`src/bus_servo_command_framer_defines.svh`:
```
`ifndef BUS_SERVO_COMMAND_FRAMER_DEFINES_SVH
`define BUS_SERVO_COMMAND_FRAMER_DEFINES_SVH

// same-cycle implication, held off during reset
`define BSCF_ASSERT_IMP(name, clk, rst_n, ante, cons, msg) \
    name: assert property (@(posedge clk) disable iff (!rst_n) (ante) |-> (cons)) else $error(msg);

// next-cycle implication, held off during reset
`define BSCF_ASSERT_NXT(name, clk, rst_n, ante, cons, msg) \
    name: assert property (@(posedge clk) disable iff (!rst_n) (ante) |=> (cons)) else $error(msg);

`endif

```
`src/bscf_pkg.sv`:
```
`default_nettype none

package bscf_pkg;

    typedef enum logic [2:0] {
        CMD_MOVE  = 3'd0,
        CMD_MOTOR = 3'd1,
        CMD_SERVO = 3'd2,
        CMD_STOP  = 3'd3,
        CMD_READ  = 3'd4
    } t_cmd;

    typedef enum logic [1:0] {
        AXIS_TILT = 2'd0,
        AXIS_PAN  = 2'd1,
        AXIS_ROLL = 2'd2
    } t_axis;

    typedef enum logic [1:0] {
        REG_TILT = 2'd0,
        REG_PAN  = 2'd1,
        REG_ROLL = 2'd2
    } t_reg;

    localparam int OFF_W     = 11;
    localparam int NUM_W     = 20;
    localparam int DEN_W     = 16;
    localparam int DIV_STEP  = 4;
    localparam int DIV_STAGES = NUM_W / DIV_STEP;
    localparam int FRAME_LEN = 10;
    localparam int BODY_LEN  = 7;

    localparam logic [7:0]  HDR       = 8'h55;
    localparam logic [7:0]  LEN_LONG  = 8'h07;
    localparam logic [7:0]  LEN_SHORT = 8'h03;
    localparam logic [7:0]  OP_MOVE   = 8'h01;
    localparam logic [7:0]  OP_MODE   = 8'h1D;
    localparam logic [7:0]  OP_STOP   = 8'h0C;
    localparam logic [7:0]  OP_READ   = 8'h1C;
    localparam logic [15:0] ROLL_MAX  = 16'd1000;
    // ceil(2^17 / 3): exact divide by three for 16-bit operands
    localparam logic [15:0] DIV3_MUL  = 16'hAAAB;
    localparam logic [3:0]  END_LONG  = 4'd9;
    localparam logic [3:0]  END_SHORT = 4'd5;

    typedef struct packed {
        logic signed [OFF_W-1:0] tilt;
        logic signed [OFF_W-1:0] pan;
        logic signed [OFF_W-1:0] roll;
    } t_offsets;

    typedef struct packed {
        t_cmd        cmd;
        t_axis       axis;
        logic [15:0] pos;
        logic [15:0] speed;
        logic        t_en;
        logic        t_neg;
    } t_item;

endpackage

`default_nettype wire

```
`src/bscf_front.sv`:
```
`default_nettype none

module bscf_front
    import bscf_pkg::*;
(
    input  wire logic              i_clk,
    input  wire logic              i_rst_n,
    input  wire logic              i_en,
    input  wire logic              i_vld,
    input  wire logic [2:0]        i_cmd,
    input  wire logic [1:0]        i_axis,
    input  wire logic [15:0]       i_target_angle,
    input  wire logic [15:0]       i_current_angle,
    input  wire logic              i_current_valid,
    input  wire logic [15:0]       i_speed,
    input  wire t_offsets          i_offsets,
    output logic                   o_vld,
    output logic [NUM_W-1:0]       o_num,
    output logic [DEN_W-1:0]       o_den,
    output t_item                  o_item
);

    logic                   legal;
    logic signed [OFF_W-1:0] off;
    logic [16:0]            off17;
    logic [16:0]            x;
    logic [16:0]            xabs;
    logic [16:0]            dd;
    logic [16:0]            dabs;
    logic [NUM_W-1:0]       dnum;

    // stage A
    logic                   r_a_vld;
    logic                   r_a_xneg;
    logic [12:0]            r_a_y;
    logic [NUM_W-1:0]       r_a_num;
    logic [DEN_W-1:0]       r_a_den;
    t_cmd                   r_a_cmd;
    t_axis                  r_a_axis;
    logic [15:0]            r_a_speed;
    logic                   r_a_ten;
    logic                   r_a_tneg;

    // stage B
    logic                   r_b_vld;
    logic [NUM_W-1:0]       r_b_num;
    logic [DEN_W-1:0]       r_b_den;
    t_item                  r_b_item;

    logic [28:0]            prod;
    logic [15:0]            mag;
    logic [15:0]            pos;
    t_item                  n_item;

    always_comb begin
        legal = (i_cmd inside {[CMD_MOVE:CMD_READ]}) && (i_axis inside {[AXIS_TILT:AXIS_ROLL]});
        case (i_axis)
            AXIS_TILT: off = i_offsets.tilt;
            AXIS_PAN:  off = i_offsets.pan;
            default:   off = i_offsets.roll;
        endcase
        off17 = {{(17-OFF_W){off[OFF_W-1]}}, off};
        // 24 * offset in servo units, added to the angle in 0.01 degree
        x     = {i_target_angle[15], i_target_angle} + (off17 << 4) + (off17 << 3);
        xabs  = x[16] ? 17'(-x) : x;
        dd    = {i_target_angle[15], i_target_angle} - {i_current_angle[15], i_current_angle};
        dabs  = dd[16] ? 17'(-dd) : dd;
        dnum  = ({4'b0, dabs[15:0]} << 3) + ({4'b0, dabs[15:0]} << 1);
    end

    always_ff @(posedge i_clk) begin
        if (!i_rst_n) begin
            r_a_vld <= 1'b0;
            r_b_vld <= 1'b0;
        end else if (i_en) begin
            r_a_vld <= i_vld && legal;
            r_b_vld <= r_a_vld;
        end
    end

    always_ff @(posedge i_clk) begin
        if (i_en) begin
            r_a_xneg  <= x[16];
            r_a_y     <= xabs[15:3];
            r_a_num   <= dnum;
            r_a_den   <= i_speed[15] ? 16'(-i_speed) : i_speed;
            r_a_cmd   <= t_cmd'(i_cmd);
            r_a_axis  <= t_axis'(i_axis);
            r_a_speed <= i_speed;
            r_a_ten   <= (i_speed != 16'd0) && i_current_valid;
            r_a_tneg  <= i_speed[15];
        end
    end

    // |x| / 24 = (|x| / 8) / 3, sign put back afterwards (truncation toward zero)
    always_comb begin
        prod = {16'b0, r_a_y} * {13'b0, DIV3_MUL};
        mag  = {4'b0, prod[28:17]};
        pos  = r_a_xneg ? 16'(-mag) : mag;
        if (r_a_axis == AXIS_ROLL) begin
            if (pos[15]) begin
                pos = 16'd0;
            end else if (pos > ROLL_MAX) begin
                pos = ROLL_MAX;
            end
        end
        n_item.cmd   = r_a_cmd;
        n_item.axis  = r_a_axis;
        n_item.pos   = pos;
        n_item.speed = r_a_speed;
        n_item.t_en  = r_a_ten;
        n_item.t_neg = r_a_tneg;
    end

    always_ff @(posedge i_clk) begin
        if (i_en) begin
            r_b_num  <= r_a_num;
            r_b_den  <= r_a_den;
            r_b_item <= n_item;
        end
    end

    assign o_vld  = r_b_vld;
    assign o_num  = r_b_num;
    assign o_den  = r_b_den;
    assign o_item = r_b_item;

endmodule

`default_nettype wire

```
`src/bscf_div.sv`:
```
`default_nettype none

module bscf_div
    import bscf_pkg::*;
(
    input  wire logic              i_clk,
    input  wire logic              i_rst_n,
    input  wire logic              i_en,
    input  wire logic              i_vld,
    input  wire logic [NUM_W-1:0]  i_num,
    input  wire logic [DEN_W-1:0]  i_den,
    input  wire t_item             i_item,
    output logic                   o_vld,
    output logic [NUM_W-1:0]       o_quo,
    output t_item                  o_item
);

    // restoring divider, DIV_STEP quotient bits per stage; the numerator
    // shifts out at the top while quotient bits shift in at the bottom
    logic             r_vld  [DIV_STAGES];
    logic [NUM_W-1:0] r_num  [DIV_STAGES];
    logic [DEN_W-1:0] r_rem  [DIV_STAGES];
    logic [DEN_W-1:0] r_den  [DIV_STAGES];
    t_item            r_item [DIV_STAGES];

    logic [NUM_W-1:0] p_num  [DIV_STAGES];
    logic [DEN_W-1:0] p_rem  [DIV_STAGES];
    logic [DEN_W-1:0] p_den  [DIV_STAGES];

    logic [NUM_W-1:0] n_num  [DIV_STAGES];
    logic [DEN_W-1:0] n_rem  [DIV_STAGES];

    // stage inputs: the divider input for the first, the stage before otherwise
    always_comb begin
        p_num[0] = i_num;
        p_rem[0] = '0;
        p_den[0] = i_den;
        for (int s = 1; s < DIV_STAGES; s++) begin
            p_num[s] = r_num[s-1];
            p_rem[s] = r_rem[s-1];
            p_den[s] = r_den[s-1];
        end
    end

    always_comb begin
        logic [NUM_W-1:0] num;
        logic [DEN_W-1:0] rem;
        logic [DEN_W-1:0] den;
        logic [DEN_W:0]   trial;
        for (int s = 0; s < DIV_STAGES; s++) begin
            num = p_num[s];
            rem = p_rem[s];
            den = p_den[s];
            for (int k = 0; k < DIV_STEP; k++) begin
                trial = {rem, num[NUM_W-1]};
                num   = {num[NUM_W-2:0], 1'b0};
                if (trial >= {1'b0, den}) begin
                    trial  = trial - {1'b0, den};
                    num[0] = 1'b1;
                end
                rem = trial[DEN_W-1:0];
            end
            n_num[s] = num;
            n_rem[s] = rem;
        end
    end

    always_ff @(posedge i_clk) begin
        if (!i_rst_n) begin
            for (int s = 0; s < DIV_STAGES; s++) begin
                r_vld[s] <= 1'b0;
            end
        end else if (i_en) begin
            r_vld[0] <= i_vld;
            for (int s = 1; s < DIV_STAGES; s++) begin
                r_vld[s] <= r_vld[s-1];
            end
        end
    end

    always_ff @(posedge i_clk) begin
        if (i_en) begin
            r_item[0] <= i_item;
            for (int s = 0; s < DIV_STAGES; s++) begin
                r_num[s] <= n_num[s];
                r_rem[s] <= n_rem[s];
                r_den[s] <= p_den[s];
            end
            for (int s = 1; s < DIV_STAGES; s++) begin
                r_item[s] <= r_item[s-1];
            end
        end
    end

    assign o_vld  = r_vld[DIV_STAGES-1];
    assign o_quo  = r_num[DIV_STAGES-1];
    assign o_item = r_item[DIV_STAGES-1];

endmodule

`default_nettype wire

```
`src/bscf_frame.sv`:
```
`default_nettype none

module bscf_frame
    import bscf_pkg::*;
(
    input  wire logic              i_clk,
    input  wire logic              i_rst_n,
    input  wire logic              i_vld,
    input  wire logic [NUM_W-1:0]  i_quo,
    input  wire t_item             i_item,
    input  wire logic              i_stall,
    output logic                   o_en,
    output logic                   o_valid,
    output logic [7:0]             o_frame_byte,
    output logic                   o_last
);

    // body stage: id, length, opcode, four parameter bytes
    logic        r_c_vld;
    logic        r_c_short;
    logic [7:0]  r_c_byte [BODY_LEN];

    logic [7:0]  r_frame_store [FRAME_LEN];
    logic        r_busy;
    logic [3:0]  r_pos;
    logic [3:0]  r_end;

    logic        r_o_vld;
    logic [7:0]  r_o_byte;
    logic        r_o_last;

    logic [15:0] tval;
    logic [7:0]  n_byte [BODY_LEN];
    logic        n_short;
    logic [7:0]  sum_long;
    logic [7:0]  sum_short;
    logic        out_adv;
    logic        frame_free;
    logic        load;
    logic        en;

    always_comb begin
        if (!i_item.t_en) begin
            tval = 16'd0;
        end else if (!i_item.t_neg) begin
            tval = (i_quo > NUM_W'(32767)) ? 16'h7FFF : i_quo[15:0];
        end else begin
            tval = (i_quo > NUM_W'(32768)) ? 16'h8000 : 16'(-i_quo[15:0]);
        end

        n_byte[0] = {6'b0, i_item.axis} + 8'd1;
        n_byte[1] = LEN_LONG;
        n_byte[2] = OP_MODE;
        n_byte[3] = 8'd0;
        n_byte[4] = 8'd0;
        n_byte[5] = 8'd0;
        n_byte[6] = 8'd0;
        n_short   = 1'b0;
        case (i_item.cmd)
            CMD_MOVE: begin
                n_byte[2] = OP_MOVE;
                n_byte[3] = i_item.pos[7:0];
                n_byte[4] = i_item.pos[15:8];
                n_byte[5] = tval[7:0];
                n_byte[6] = tval[15:8];
            end
            CMD_MOTOR: begin
                n_byte[3] = 8'd1;
                n_byte[5] = i_item.speed[7:0];
                n_byte[6] = i_item.speed[15:8];
            end
            CMD_SERVO: begin
                n_byte[2] = OP_MODE;
            end
            CMD_STOP: begin
                n_byte[1] = LEN_SHORT;
                n_byte[2] = OP_STOP;
                n_short   = 1'b1;
            end
            default: begin
                n_byte[1] = LEN_SHORT;
                n_byte[2] = OP_READ;
                n_short   = 1'b1;
            end
        endcase
    end

    always_comb begin
        sum_short = r_c_byte[0] + r_c_byte[1] + r_c_byte[2];
        sum_long  = sum_short + r_c_byte[3] + r_c_byte[4] + r_c_byte[5] + r_c_byte[6];
        out_adv    = !r_o_vld || !i_stall;
        // the store can take a new frame as its last byte goes out
        frame_free = !r_busy || (out_adv && (r_pos == r_end));
        load       = r_c_vld && frame_free;
        en         = !r_c_vld || frame_free;
    end

    always_ff @(posedge i_clk) begin
        if (!i_rst_n) begin
            r_c_vld <= 1'b0;
        end else if (en) begin
            r_c_vld <= i_vld;
        end
    end

    always_ff @(posedge i_clk) begin
        if (en) begin
            r_c_short <= n_short;
            for (int i = 0; i < BODY_LEN; i++) begin
                r_c_byte[i] <= n_byte[i];
            end
        end
    end

    always_ff @(posedge i_clk) begin
        if (load) begin
            r_frame_store[0] <= HDR;
            r_frame_store[1] <= HDR;
            r_frame_store[2] <= r_c_byte[0];
            r_frame_store[3] <= r_c_byte[1];
            r_frame_store[4] <= r_c_byte[2];
            r_frame_store[5] <= r_c_short ? ~sum_short : r_c_byte[3];
            r_frame_store[6] <= r_c_byte[4];
            r_frame_store[7] <= r_c_byte[5];
            r_frame_store[8] <= r_c_byte[6];
            r_frame_store[9] <= ~sum_long;
        end
    end

    always_ff @(posedge i_clk) begin
        if (!i_rst_n) begin
            r_busy  <= 1'b0;
            r_pos   <= 4'd0;
            r_end   <= END_LONG;
            r_o_vld <= 1'b0;
        end else begin
            if (out_adv) begin
                r_o_vld <= r_busy;
                if (r_busy) begin
                    if (r_pos == r_end) begin
                        r_busy <= 1'b0;
                        r_pos  <= 4'd0;
                    end else begin
                        r_pos <= r_pos + 4'd1;
                    end
                end
            end
            if (load) begin
                r_busy <= 1'b1;
                r_pos  <= 4'd0;
                r_end  <= r_c_short ? END_SHORT : END_LONG;
            end
        end
    end

    always_ff @(posedge i_clk) begin
        if (out_adv) begin
            r_o_byte <= r_frame_store[r_pos];
            r_o_last <= (r_pos == r_end);
        end
    end

    assign o_en         = en;
    assign o_valid      = r_o_vld;
    assign o_frame_byte = r_o_byte;
    assign o_last       = r_o_last;

endmodule

`default_nettype wire

```
`src/bus_servo_command_framer.sv`:
```
// Gimbal servo command framer.
// Input channel (i_valid / o_stall): one command per item; an item is taken
// at a clock edge with i_valid high and o_stall low. Items with an unused
// command or axis code are taken and produce no bytes.
// Output channel (o_valid / i_stall): the frame, one byte per item, o_last
// high on the checksum byte. Long frames are 10 bytes, stop and read frames 6.
// The first byte of a frame passes front stages A and B, the divider stages,
// the body stage, the frame store and the output byte register; the rest
// follow one a cycle while i_stall is low. Throughput: a command may be taken
// every cycle into the 8-stage pipeline (two front stages, five divider
// stages for the move time, one body stage); a single byte output reads the
// frame store, which holds one frame at a time and takes the next as its last
// byte goes out. Receiver stall: the output byte holds, the pipeline fills and
// o_stall rises once the body stage is full; nothing is dropped or repeated.
// Reset (synchronous, i_rst_n low): pipeline and output empty, offsets zero.
// Offsets are written over the APB port at 0x0 tilt, 0x4 pan, 0x8 roll; the
// user must write them only while the block is idle, which it does not enforce.
`default_nettype none
`include "bus_servo_command_framer_defines.svh"

module bus_servo_command_framer
    import bscf_pkg::*;
(
    input  wire logic        i_clk,
    input  wire logic        i_rst_n,

    input  wire logic        i_valid,
    output logic             o_stall,
    input  wire logic [2:0]  i_cmd,
    input  wire logic [1:0]  i_axis,
    input  wire logic [15:0] i_target_angle,
    input  wire logic [15:0] i_current_angle,
    input  wire logic        i_current_valid,
    input  wire logic [15:0] i_speed,

    output logic             o_valid,
    input  wire logic        i_stall,
    output logic [7:0]       o_frame_byte,
    output logic             o_last,

    input  wire logic        psel,
    input  wire logic        penable,
    input  wire logic        pwrite,
    input  wire logic [3:0]  paddr,
    input  wire logic [31:0] pwdata,
    output logic [31:0]      prdata,
    output logic             pready
);

    t_offsets          r_offsets;
    logic              en;

    logic              f_vld;
    logic [NUM_W-1:0]  f_num;
    logic [DEN_W-1:0]  f_den;
    t_item             f_item;

    logic              d_vld;
    logic [NUM_W-1:0]  d_quo;
    t_item             d_item;

    logic              cfg_wr;

    assign pready = 1'b1;
    assign cfg_wr = psel && penable && pwrite;

    always_ff @(posedge i_clk) begin
        if (!i_rst_n) begin
            r_offsets <= '0;
        end else if (cfg_wr) begin
            case (paddr[3:2])
                REG_TILT: r_offsets.tilt <= pwdata[OFF_W-1:0];
                REG_PAN:  r_offsets.pan  <= pwdata[OFF_W-1:0];
                REG_ROLL: r_offsets.roll <= pwdata[OFF_W-1:0];
                default:  ;
            endcase
        end
    end

    always_comb begin
        case (paddr[3:2])
            REG_TILT: prdata = {{(32-OFF_W){r_offsets.tilt[OFF_W-1]}}, r_offsets.tilt};
            REG_PAN:  prdata = {{(32-OFF_W){r_offsets.pan[OFF_W-1]}}, r_offsets.pan};
            REG_ROLL: prdata = {{(32-OFF_W){r_offsets.roll[OFF_W-1]}}, r_offsets.roll};
            default:  prdata = 32'd0;
        endcase
    end

    assign o_stall = !en;

    bscf_front u_front (
        .i_clk           (i_clk),
        .i_rst_n         (i_rst_n),
        .i_en            (en),
        .i_vld           (i_valid),
        .i_cmd           (i_cmd),
        .i_axis          (i_axis),
        .i_target_angle  (i_target_angle),
        .i_current_angle (i_current_angle),
        .i_current_valid (i_current_valid),
        .i_speed         (i_speed),
        .i_offsets       (r_offsets),
        .o_vld           (f_vld),
        .o_num           (f_num),
        .o_den           (f_den),
        .o_item          (f_item)
    );

    bscf_div u_div (
        .i_clk   (i_clk),
        .i_rst_n (i_rst_n),
        .i_en    (en),
        .i_vld   (f_vld),
        .i_num   (f_num),
        .i_den   (f_den),
        .i_item  (f_item),
        .o_vld   (d_vld),
        .o_quo   (d_quo),
        .o_item  (d_item)
    );

    bscf_frame u_frame (
        .i_clk        (i_clk),
        .i_rst_n      (i_rst_n),
        .i_vld        (d_vld),
        .i_quo        (d_quo),
        .i_item       (d_item),
        .i_stall      (i_stall),
        .o_en         (en),
        .o_valid      (o_valid),
        .o_frame_byte (o_frame_byte),
        .o_last       (o_last)
    );

    // a frame's bytes leave without gaps
    `BSCF_ASSERT_NXT(a_frame_gapless, i_clk, i_rst_n, o_valid && !i_stall && !o_last, o_valid, "gap inside frame")
    // the byte after a checksum opens a new frame
    `BSCF_ASSERT_NXT(a_frame_header, i_clk, i_rst_n, o_valid && !i_stall && o_last, !o_valid || (o_frame_byte == HDR), "frame does not start with header")
    // the first two bytes of every frame are headers, so a header never carries last
    `BSCF_ASSERT_IMP(a_last_not_hdr_start, i_clk, i_rst_n, o_valid && o_last && $past(o_valid && !i_stall && o_last), 1'b0, "one-byte frame")

endmodule

`default_nettype wire
```
`config.mk`:
```
export PLATFORM = sky130hd
export DESIGN_NAME = bus_servo_command_framer
export DESIGN_NICKNAME = d
export VERILOG_FILES = /design/src/bscf_pkg.sv /design/src/bscf_front.sv /design/src/bscf_div.sv /design/src/bscf_frame.sv /design/src/bus_servo_command_framer.sv
export VERILOG_INCLUDE_DIRS = /design/src /design/src/src
export SDC_FILE = /design/constraint.sdc
export NUM_CORES = 2
export LEC_CHECK = 0
export ABC_AREA = 0
export BUFFER_PORTS_ARGS = -buffer_cell sky130_fd_sc_hd__buf_2
export CORE_MARGIN = 2
export CORE_UTILIZATION = 30
export CTS_CLUSTER_SIZE = 8
export DETAILED_ROUTE_END_ITERATION = 12
export GPL_ROUTABILITY_DRIVEN = 0
export HOLD_SLACK_MARGIN = 0.05
export SLEW_MARGIN = 40
export SYNTH_ARGS = -nofsm -noshare
export SYNTH_HDL_FRONTEND = slang
export SYNTH_SLANG_ARGS = --single-unit
```
`constraint.sdc`:
```
create_clock -name i_clk -period 25.6 [get_ports i_clk]
set_clock_uncertainty 0.15 [all_clocks]
set_input_delay 3.84 -clock i_clk [delete_from_list [all_inputs] [get_ports i_clk]]
set_output_delay 3.84 -clock i_clk [all_outputs]
set_load 0.05 [all_outputs]
```
==> results.txt <==
Register-to-Register Path Depth: 50
First-pass iteration count of the detailed router: 5
Largest net degree at the start of global routing: 91
Cell count after synthesis: 4495
WS Path Type: flop to flop
Critical path's largest stage delay: 0.67 ns
Worst Hold Class: flop to flop
Count leader, synth: edfxtp_1
Peak Freq: 71.6 MHz
Crit path DAT: 14.20 ns
Final setup vio count: 0
First-pass GRT wire length: 175000 µm
Largest family of logic cells by synthesized area: adder cells
Clock Path Buffers: 3
Fill cells: 15695
H-Tree Depth: 3
Simple-gate area share of the yosys netlist: 11.8%
Max-cap violations: 0
Setup crit end: u_div.r_rem[0][48]$_DFFE_PN_
YS warnings: 0
Nets: 5269
Crit-path most repeated cell: o21ai_0
Antenna Violating Nets Remaining: 0
Setup tns final: 0 ns
Post-synth top flop: edfxtp_1
Initial antenna violation count: 6
Hold buffers post-CTS: 0
Clock tree from TritonCTS: built
Inserted Clock Buffers: 99
Synth Area in Adders: 15.9%
Leading area contributor after synthesis: edfxtp_1
Initial core utilization: 30.1%
Async set-reset flop share out of synthesis: 0%
Wirelength per Cell: 16.3 µm
Outcome: completed
Startpoint types: flop
Xor/xnor share of the synthesized area: 5.74%
Worst-path clk slew: 0.05 ns
Reg2reg start: u_div.r_den[0][33]$_DFFE_PN_
Die Area: 162000 µm²
Mux cell area share after synthesis: 4.88%
CP startpoint: u_div.r_den[0][33]$_DFFE_PN_
Crit end category: flop
Seq/Total Area, Yosys: 43.0%
Die X: 402 µm
Die height: 402 µm
DRT Wirelength: 110000 µm
Post-synthesis compound-gate area fraction: 14.3%
CP required: 25.84 ns
Syn avg cell area: 10.6 µm²
Commonest cells post-synth: edfxtp_1, ha_1, inv_1
Post-synth EDFFs: 653
Slowest cell on crit path: a21boi_1
Clock root buffer: clkbuf_16
Slew Limit Headroom: 42.1%
Fin crit period: 13.96 ns
Syn Nets: 5135
Clock Sinks: 697
Insertion delay to the later sink of the worst-skew pair: 0.65 ns
Overflow after GRT: 0
Count of cell types in the netlist: 92
Post-CTS setup buffer count: 0
Final period util: 54.5%
Hold Vio Cnt, Final: 0
Worst Path Max Fanout: 28
CTS resizes: 0
Actual slew at the worst max-slew pin: 0.865 ns
Number of global-route vias before repair: 32722
Area Overhead vs Synth: 12.3%
Vias per cell: 5.01
Total Routing Usage GR: 13.3%
Drt initial violations: 2388
Yosys reg bits: 697
DRC Markers: 0
Top cells by area, synth: edfxtp_1, ha_1, fa_1
Layout cells sized above 1: 9.41%
Final slew viol count: 0
Port Buffers: 116
RSZ-0062 raised after global routing: no
Worst reg2reg endpoint: u_div.r_rem[0][48]$_DFFE_PN_
Synth top area share: 41.2%
Vias: 33740
I/O pin cnt: 141
Core ar.: 158000 µm²
Post-synth design cell area: 47600 µm²
Hpwl dp: 85000 µm
Flop2flop setup slack: 11.64 ns
Site Rows: 146
==> logic make-up (layout without fill, tap and decap cells) <==
family                   Yosys count  in the layout
multiplexers                     214            214
AO/OA/AOI/OAI                   1055           1055
buffers and inverters            526            698
other                              1              2
XOR/XNOR                         312            312
AND/OR/NAND/NOR                 1147           1147
adder cells (fa/ha/maj)          543            543
flip-flops                       697            697
==> registers in the layout, indices dropped and copies added (netlist names), 2 cells and up <==
signal                 cells
u_front.o_den             15
u_front.o_item            38
u_frame.r_c_byte          39
u_frame.r_end              2
u_front.r_a_cmd            3
u_front.r_a_num           19
u_frame.o_frame_byte       8
u_div.r_vld                5
u_front.r_a_y             13
u_div.r_num               96
u_front.o_num             19
u_frame.r_frame_store     47
u_front.r_a_den           15
u_front.r_a_speed         15
u_div.r_rem               64
u_div.r_den               64
u_div.r_item             186
u_frame.r_pos              4
r_offsets                 33
u_front.r_a_axis           2
==> layout make-up <==
type	count	area, µm²	area share, %
Inverter	408	1530	2.86
Tap cell	2072	2590	4.85
Multi-Input combinational cell	3272	25200	47.0
Clock inverter	12	241	0.451
Antenna cell	1	2.50	0.00468
Clock buffer	127	2590	4.85
Sequential cell	697	20500	38.3
Timing Repair Buffer	151	881	1.65
==> critical path: cells and delay by family, from the launching register on <==
family          cells  cell delay [ns]
compound gates     24             7.05
fa+ha+maj           4             1.38
buf+inv             8             1.99
flops               1             0.52
mux                 1             0.16
simple gates       13             2.42
==> worst min-delay path by stage <==
| stage | slack, ns | startpoint | cells past startpoint | endpoint |
|---|---|---|---|---|
| finish | 0.25 | u_div.r_item[0][150]$_DFFE_PN_ | 0 | u_div.r_item[0][189]$_DFFE_PN_ |
| global route | 0.26 | u_div.r_item[0][66]$_DFFE_PN_ | 0 | u_div.r_item[0][105]$_DFFE_PN_ |
| CTS | 0.25 | u_div.r_item[0][99]$_DFFE_PN_ | 0 | u_div.r_item[0][138]$_DFFE_PN_ |
| detailed placement | 0.25 | u_div.r_item[0][68]$_DFFE_PN_ | 0 | u_div.r_item[0][107]$_DFFE_PN_ |
| global placement | 0.25 | u_front.o_item[11]$_DFFE_PN_ | 0 | u_div.r_item[0][11]$_DFFE_PN_ |
| floorplan | 0.25 | u_div.r_item[0][61]$_DFFE_PN_ | 0 | u_div.r_item[0][100]$_DFFE_PN_ |
==> routing by layer <==
metal / wire [µm] / GRT usage [%] / vias to the layer above / share of wire, %
met5: 0 / 0 / - / 0
met4: 3540 / 4.93 / 0 / 3.2
met3: 4730 / 1.65 / 183 / 4.3
met2: 49600 / 21.4 / 776 / 45
met1: 51900 / 18.4 / 16084 / 47
li1: - / - / 16697 / -
==> stage by stage <==
step / area (µm²) / utilization, % / hold slack (ns) / setup WS [ns] / cells
final: 53500 / 33.9 / 0.249 / 11.64 / 6740
after CTS: 53500 / 33.8 / 0.253 / 11.71 / 6738
after global routing: 53500 / 33.9 / 0.256 / 10.44 / 6740
after global placement: 50500 / 32.0 / 0.251 / 11.89 / 6596
after detailed placement: 50600 / 32.0 / 0.255 / 11.79 / 6599
after floorplan: 47600 / - / 0.250 / 0.256 / 4495
==> cells in the final DEF (no fill, tap or decap), types with 17 or more instances in the layout <==
master,synthesis,routed
a211oi_1,46,43
a21boi_0,42,41
a21o_1,107,107
a21oi_1,266,259
a31oi_1,32,32
and2_1,40,40
and3_1,26,26
buf_2,6,117
buf_4,23,28
clkbuf_1,77,27
clkbuf_16,0,99
dfxtp_1,44,44
edfxtp_1,653,653
fa_1,102,102
ha_1,441,441
inv_1,402,402
mux2_2,114,114
mux2i_1,96,96
nand2_1,310,309
nand2b_1,43,43
nand3_1,76,76
nand4_1,80,80
nor2_1,254,253
nor2b_1,89,87
nor3_1,97,96
nor4_1,32,32
o211ai_1,34,34
o21a_1,53,53
o21ai_0,249,248
o21bai_1,43,43
o31ai_1,26,26
or2_2,17,17
or3_1,32,32
xnor2_1,208,208
xor2_1,104,104
Power is left out: the tool's default activity adds up to more than one toggle a clock period on the data nets, which glitch-free logic cannot reach.
